===== src/hw/rtl/pkrf_pkg.sv =====
// Package for the palette keypoint ramp fill block: sizes, opcodes, payload
// and control structs. No dependencies.
`default_nettype none

package pkrf_pkg;

	localparam int unsigned PALETTE_DEPTH = 256;
	localparam int unsigned IDX_W         = 8;
	localparam int unsigned COLOR_W       = 8;
	localparam int unsigned NUM_CH        = 3;
	localparam int unsigned RGB_W         = NUM_CH * COLOR_W;

	localparam logic OP_KEY  = 1'b0;
	localparam logic OP_READ = 1'b1;

	typedef struct packed {
		logic               op;
		logic [IDX_W-1:0]   key_index;
		logic [COLOR_W-1:0] key_red;
		logic [COLOR_W-1:0] key_green;
		logic [COLOR_W-1:0] key_blue;
	} key_item_t;

	typedef struct packed {
		logic [IDX_W-1:0]   entry_index;
		logic [COLOR_W-1:0] entry_red;
		logic [COLOR_W-1:0] entry_green;
		logic [COLOR_W-1:0] entry_blue;
	} entry_item_t;

	typedef struct packed {
		logic load_key;
		logic load_rd;
		logic wr_p;
		logic wr_j;
		logic div_init;
		logic div_step;
		logic fill_step;
		logic out_load;
	} cmd_t;

	typedef struct packed {
		logic key_in_range;
		logic key_ge;
		logic span_gt1;
		logic div_last;
		logic fill_last;
	} sts_t;

endpackage

`default_nettype wire


===== src/hw/rtl/pkrf_ctrl.sv =====
// Controller state machine: sequences keypoint writes, the per-channel
// slope division, the ramp fill and palette reads. Depends on pkrf_pkg.
`default_nettype none

module pkrf_ctrl (
	input  wire logic           clk,
	input  wire logic           arst_n,
	input  wire logic           req_valid,
	input  wire logic           req_op,
	input  wire logic           rsp_ready,
	input  wire pkrf_pkg::sts_t sts,
	output pkrf_pkg::cmd_t      cmd,
	output logic                req_ready,
	output logic                rsp_valid
);

	typedef enum logic [5:0] {
		S_IDLE = 6'b000001,
		S_WR_P = 6'b000010,
		S_WR_J = 6'b000100,
		S_DIV  = 6'b001000,
		S_FILL = 6'b010000,
		S_READ = 6'b100000
	} state_t;

	state_t state_q;
	state_t state_nx;
	logic   rsp_valid_q;

	always_comb begin
		cmd       = '0;
		state_nx  = state_q;
		req_ready = 1'b0;
		unique case (state_q)
			S_IDLE: begin
				req_ready = 1'b1;
				if (req_valid) begin
					if (req_op == pkrf_pkg::OP_READ) begin
						cmd.load_rd = 1'b1;
						state_nx    = S_READ;
					end else if (sts.key_in_range) begin
						cmd.load_key = 1'b1;
						state_nx     = S_WR_P;
					end
				end
			end
			S_WR_P: begin
				if (sts.key_ge) begin
					cmd.wr_p = 1'b1;
					state_nx = S_WR_J;
				end else begin
					state_nx = S_IDLE;
				end
			end
			S_WR_J: begin
				cmd.wr_j = 1'b1;
				if (sts.span_gt1) begin
					cmd.div_init = 1'b1;
					state_nx     = S_DIV;
				end else begin
					state_nx = S_IDLE;
				end
			end
			S_DIV: begin
				cmd.div_step = 1'b1;
				if (sts.div_last) begin
					state_nx = S_FILL;
				end
			end
			S_FILL: begin
				cmd.fill_step = 1'b1;
				if (sts.fill_last) begin
					state_nx = S_IDLE;
				end
			end
			S_READ: begin
				if (!rsp_valid_q || rsp_ready) begin
					cmd.out_load = 1'b1;
					state_nx     = S_IDLE;
				end
			end
			default: begin
				state_nx = S_IDLE;
			end
		endcase
	end

	always_ff @(posedge clk or negedge arst_n) begin
		if (!arst_n) begin
			state_q     <= S_IDLE;
			rsp_valid_q <= 1'b0;
		end else begin
			state_q <= state_nx;
			if (cmd.out_load) begin
				rsp_valid_q <= 1'b1;
			end else if (rsp_ready) begin
				rsp_valid_q <= 1'b0;
			end
		end
	end

	assign rsp_valid = rsp_valid_q;

endmodule

`default_nettype wire


===== config.mk =====
export PLATFORM = sky130hd
export DESIGN_NAME = pkrf_ctrl
export DESIGN_NICKNAME = d
export VERILOG_FILES = /design/src/hw/rtl/pkrf_pkg.sv /design/src/hw/rtl/pkrf_ctrl.sv
export SDC_FILE = /design/constraint.sdc
export NUM_CORES = 1
export LEC_CHECK = 0
export BUFFER_PORTS_ARGS = -buffer_cell sky130_fd_sc_hd__buf_2
export CORE_AREA = 2 2 39 41
export CTS_CLUSTER_DIAMETER = 120
export DETAILED_ROUTE_END_ITERATION = 12
export DIE_AREA = 0 0 41 43
export PLACE_DENSITY = 0.57
export REMOVE_ABC_BUFFERS = 1
export SYNTH_ARGS = -nofsm -noshare
export SYNTH_HDL_FRONTEND = slang
export SYNTH_SLANG_ARGS = --single-unit

===== constraint.sdc =====
create_clock -name clk -period 1.65 [get_ports clk]
set_input_delay 0 -clock clk [delete_from_list [all_inputs] [get_ports clk]]
set_output_delay 0 -clock clk [all_outputs]
set_load 0.01 [all_outputs]

==> impl_metrics.py <==
metrics = {
    "clock_tree": {
        "clk_latency_ns": 0.26,
        "clkSlewWorstSetupHoldPaths_ns": 0.06,
        "cts-root-to-sink-buffers": 2,
        "cts_num_sinks": 7,
        "cts_made_buffers": 3,
        "tritoncts": "yes",
        "cts_max_level": 1,
        "ctsRootBufferMaster": "sky130_fd_sc_hd__clkbuf_4",
    },
    "synth": {
        "post-synth-top-area-cell": "sky130_fd_sc_hd__dfrtp_1",
        "synth_sequential_area_ratio_pct": 40.4,
        "asyncSetResetFlopFracSynth_pct": 100,
        "synth_area_per_cell_sq_um": 10.2,
        "netlist_top_cells_area": "sky130_fd_sc_hd__dfrtp_1, sky130_fd_sc_hd__dfstp_2, sky130_fd_sc_hd__and4b_1",
        "count_of_cell_types_in_the_netlist": 27,
        "cell_count_after_synthesis": 43,
        "number_of_enable_flip_flop_cells_after_synthesis": 0,
        "netlist.area_leader.share_pct": 34.4,
        "synth.ff_latch_count": 7,
        "synthesis.area_sq_um": 437,
        "postSynth.topFlopCell": "sky130_fd_sc_hd__dfrtp_1",
        "synthesis.yosys.warnings": 0,
    },
    "placement": {
        "post-place-ws_ns": 0.0930,
        "post-dp-hpwl_microns": 785,
        "buffer_ports.inserted": 19,
        "gp_congestion": 0.717,
        "post_dp_cell_area_sq_um": 569,
    },
    "power_and_ir_drop": {
        "intPower_mw": 0.449,
        "swShare_pct": 32.0,
        "power-per-cell-area_nw_per_um2": 986,
        "clock_power_share_pct": 23.6,
        "power.leakage_nw": 0.356,
        "seq_power_share_pct": 33.1,
        "total_power_mw": 0.660,
        "p_comb_share_pct": 43.3,
        "peakVddDrop_uv": 536,
        "p_sw_mw": 0.211,
    },
    "worst_setup_path": {
        "critical_path.max_fanout": 4,
        "timing.critical_path.required_ns": 1.65,
        "crit_type": "reg -> out",
        "crit-reg2reg-capture": "state_q[0]",
        "rrSetupSlack_ns": 0.11,
        "critical_path.endpoint_type": "primary output",
        "reg2regPathDepth": 5,
        "r2r_startpoint": "state_q[0]",
        "critPathLaunchType": "register",
        "timing.critical_path.arrival_ns": 1.74,
    },
    "grt": {
        "number_of_global_route_vias_before_repair": 426,
        "gr_usage_total_pct": 14.5,
        "grt_antenna_before_repair": 0,
        "global_route_wire_length_before_repair_microns": 1660,
        "grt-ovfl-total": 0,
        "grt_max_degree": 9,
    },
    "drt": {
        "route.detailed.vias_per_inst": 4.97,
        "drc": 0,
        "via_count": 452,
        "first_pass_iters": 3,
        "antenna_violation_net_count_after_detailed_routing": 0,
        "totalWireLength_microns": 995,
        "post_drt_wl_per_cell_microns": 10.9,
        "first_iter_violations": 4,
    },
    "worst_hold_path": {
        "min-delay-path-class": "in -> reg",
        "holdCritStartpoint": "sts[3]",
        "timing.hold.worst_endpoint": "state_q[2]",
        "hold-path-cell-count": 2,
    },
    "timing": {
        "worst_slack_ns": -0.0920,
        "clock_skew_ns": 0.00508,
        "final_hold_violations": 0,
        "grt_setup_unrepaired": "yes",
        "report.final.slew_viol_count": 0,
        "layout_min_cycle_time_ns": 1.74,
        "timing_worst_slew_pin_value_ns": 0.385,
        "max_slew_headroom_pct": 74.3,
        "crit_share_post_route_pct": 106,
        "timing.fmax_mhz": 574,
        "setup-violations-final": 2,
    },
    "job": {
        "drv.max_cap_violation_count": 0,
    },
    "floorplanning": {
        "floorplan.initialDensity_pct": 31.6,
        "floorplan.die_area_sq_um": 1760,
        "rows": 14,
        "die_width_microns": 41,
        "die_height_microns": 43,
        "design.core.area_sq_um": 1380,
        "floorplan.io_pins": 20,
    },
    "finish": {
        "fill_cells": 137,
        "drive_gt1_share_pct": 48.0,
        "final_area_sq_um": 669,
        "layout.nets": 86,
        "final_util_pct": 48.4,
        "layout.area.seq_sq_um": 178,
        "multi_input_area_sq_um": 255,
        "area_overhead_vs_synth_pct": 53.3,
        "antennaDiodeCount": 0,
    },
    "status": {
        "status": "finished, violations left",
        "violations": "negative setup slack",
    },
}
[per-layer routing]
metal / vias up / part of all wire (%) / global-route usage [%]
met5: - / 0 / 0
met3: 3 / 6.9 / 7.85
li1: 227 / - / -
met4: 0 / 1.0 / 6.00
met2: 16 / 52 / 24.1
met1: 206 / 40 / 13.8
[critical path, stage by stage (launching register included)]
cell and delay [ns]:
sky130_fd_sc_hd__dfstp_2 0.52, sky130_fd_sc_hd__or4b_4 0.48, sky130_fd_sc_hd__nor3_4 0.16, sky130_fd_sc_hd__and4b_1 0.20, sky130_fd_sc_hd__buf_2 0.12
[stage by stage]
stage          hold WS, ns  setup TNS (ns)  cells
2_1_floorplan       -0.296               0     42
3_3_place_gp        -0.155               0     80
3_5_place_dp        -0.158               0     80
4_1_cts             0.0172          -0.310     90
5_1_grt             0.0190          -0.614     91
6_report            0.0196          -0.167     91
[power groups by stage]
stage	clock (mW)	sequential [mW]	combinational, mW
final	0.156	0.218	0.285
after CTS	0.165	0.218	0.291
after floorplan	0	0.234	0.137
after global placement	0	0.227	0.231
after global routing	0.175	0.221	0.316
after detailed placement	0	0.229	0.234
[area by class of cell]
class,count,area share [%]
clock buffer,3,3.36
inverter,3,1.68
tap,16,2.99
clock inverter,1,0.748
timing repair buffer,29,26.5
sequential,7,26.5
multi-input combinational,32,38.1
[sequential cells by signal, summed over array words and instances (netlist names)]
signal	cells
state_q	6
rsp_valid	1
[placed cells by master (no fill, tap or decap), types with 2 or more instances in the layout]
cell,count
sky130_fd_sc_hd__clkbuf_4,3
sky130_fd_sc_hd__nor4_1,2
sky130_fd_sc_hd__nor2_1,2
sky130_fd_sc_hd__or4b_4,2
sky130_fd_sc_hd__nand3b_1,2
sky130_fd_sc_hd__buf_2,19
sky130_fd_sc_hd__nand2_1,3
sky130_fd_sc_hd__and3b_1,2
sky130_fd_sc_hd__o21ai_0,2
sky130_fd_sc_hd__inv_1,3
sky130_fd_sc_hd__and4b_1,2
sky130_fd_sc_hd__dlygate4sd3_1,3
sky130_fd_sc_hd__buf_4,7
sky130_fd_sc_hd__dfrtp_1,5
[worst max-delay path by stage]
stage                from          to  slack (ns)  cells past startpoint
6_report       state_q[0]      cmd[7]       -0.09                      4
5_1_grt        state_q[0]      cmd[7]       -0.18                      4
4_1_cts        state_q[0]      cmd[7]       -0.16                      4
3_5_place_dp   state_q[0]  state_q[5]        0.09                      4
3_3_place_gp   state_q[0]  state_q[5]        0.13                      4
2_1_floorplan  state_q[0]  state_q[5]        0.02                      4
[synthesized netlist by cell type (2+ instances only)]
| library cell | instances |
|---|---|
| sky130_fd_sc_hd__and4b_1 | 2 |
| sky130_fd_sc_hd__nor4b_1 | 2 |
| sky130_fd_sc_hd__nor2_1 | 2 |
| sky130_fd_sc_hd__and3b_1 | 2 |
| sky130_fd_sc_hd__nand2_1 | 3 |
| sky130_fd_sc_hd__nand3b_1 | 2 |
| sky130_fd_sc_hd__o21ai_0 | 2 |
| sky130_fd_sc_hd__nor4_1 | 2 |
| sky130_fd_sc_hd__dfrtp_1 | 6 |
| sky130_fd_sc_hd__inv_1 | 3 |
[cell families after synthesis]
logic type / share of synthesized area, %
DFF: 40.4
xor gates and xnor gates: 2.01
and+or+nand+nor: 42.7
AOI/OAI and AO/OA: 11.2
buffers and inverters: 3.72
[repair_timing]
action / CTS / global route
setup buffers: 3 / 1
resized for setup: 2 / 2
setup endpoints to repair: 4 / 7
endpoints found under the hold margin: 10 / 0
hold buffers: 3 / 0
pin swaps: 5 / 1
Note: power is estimated with default switching activity, not from simulation.
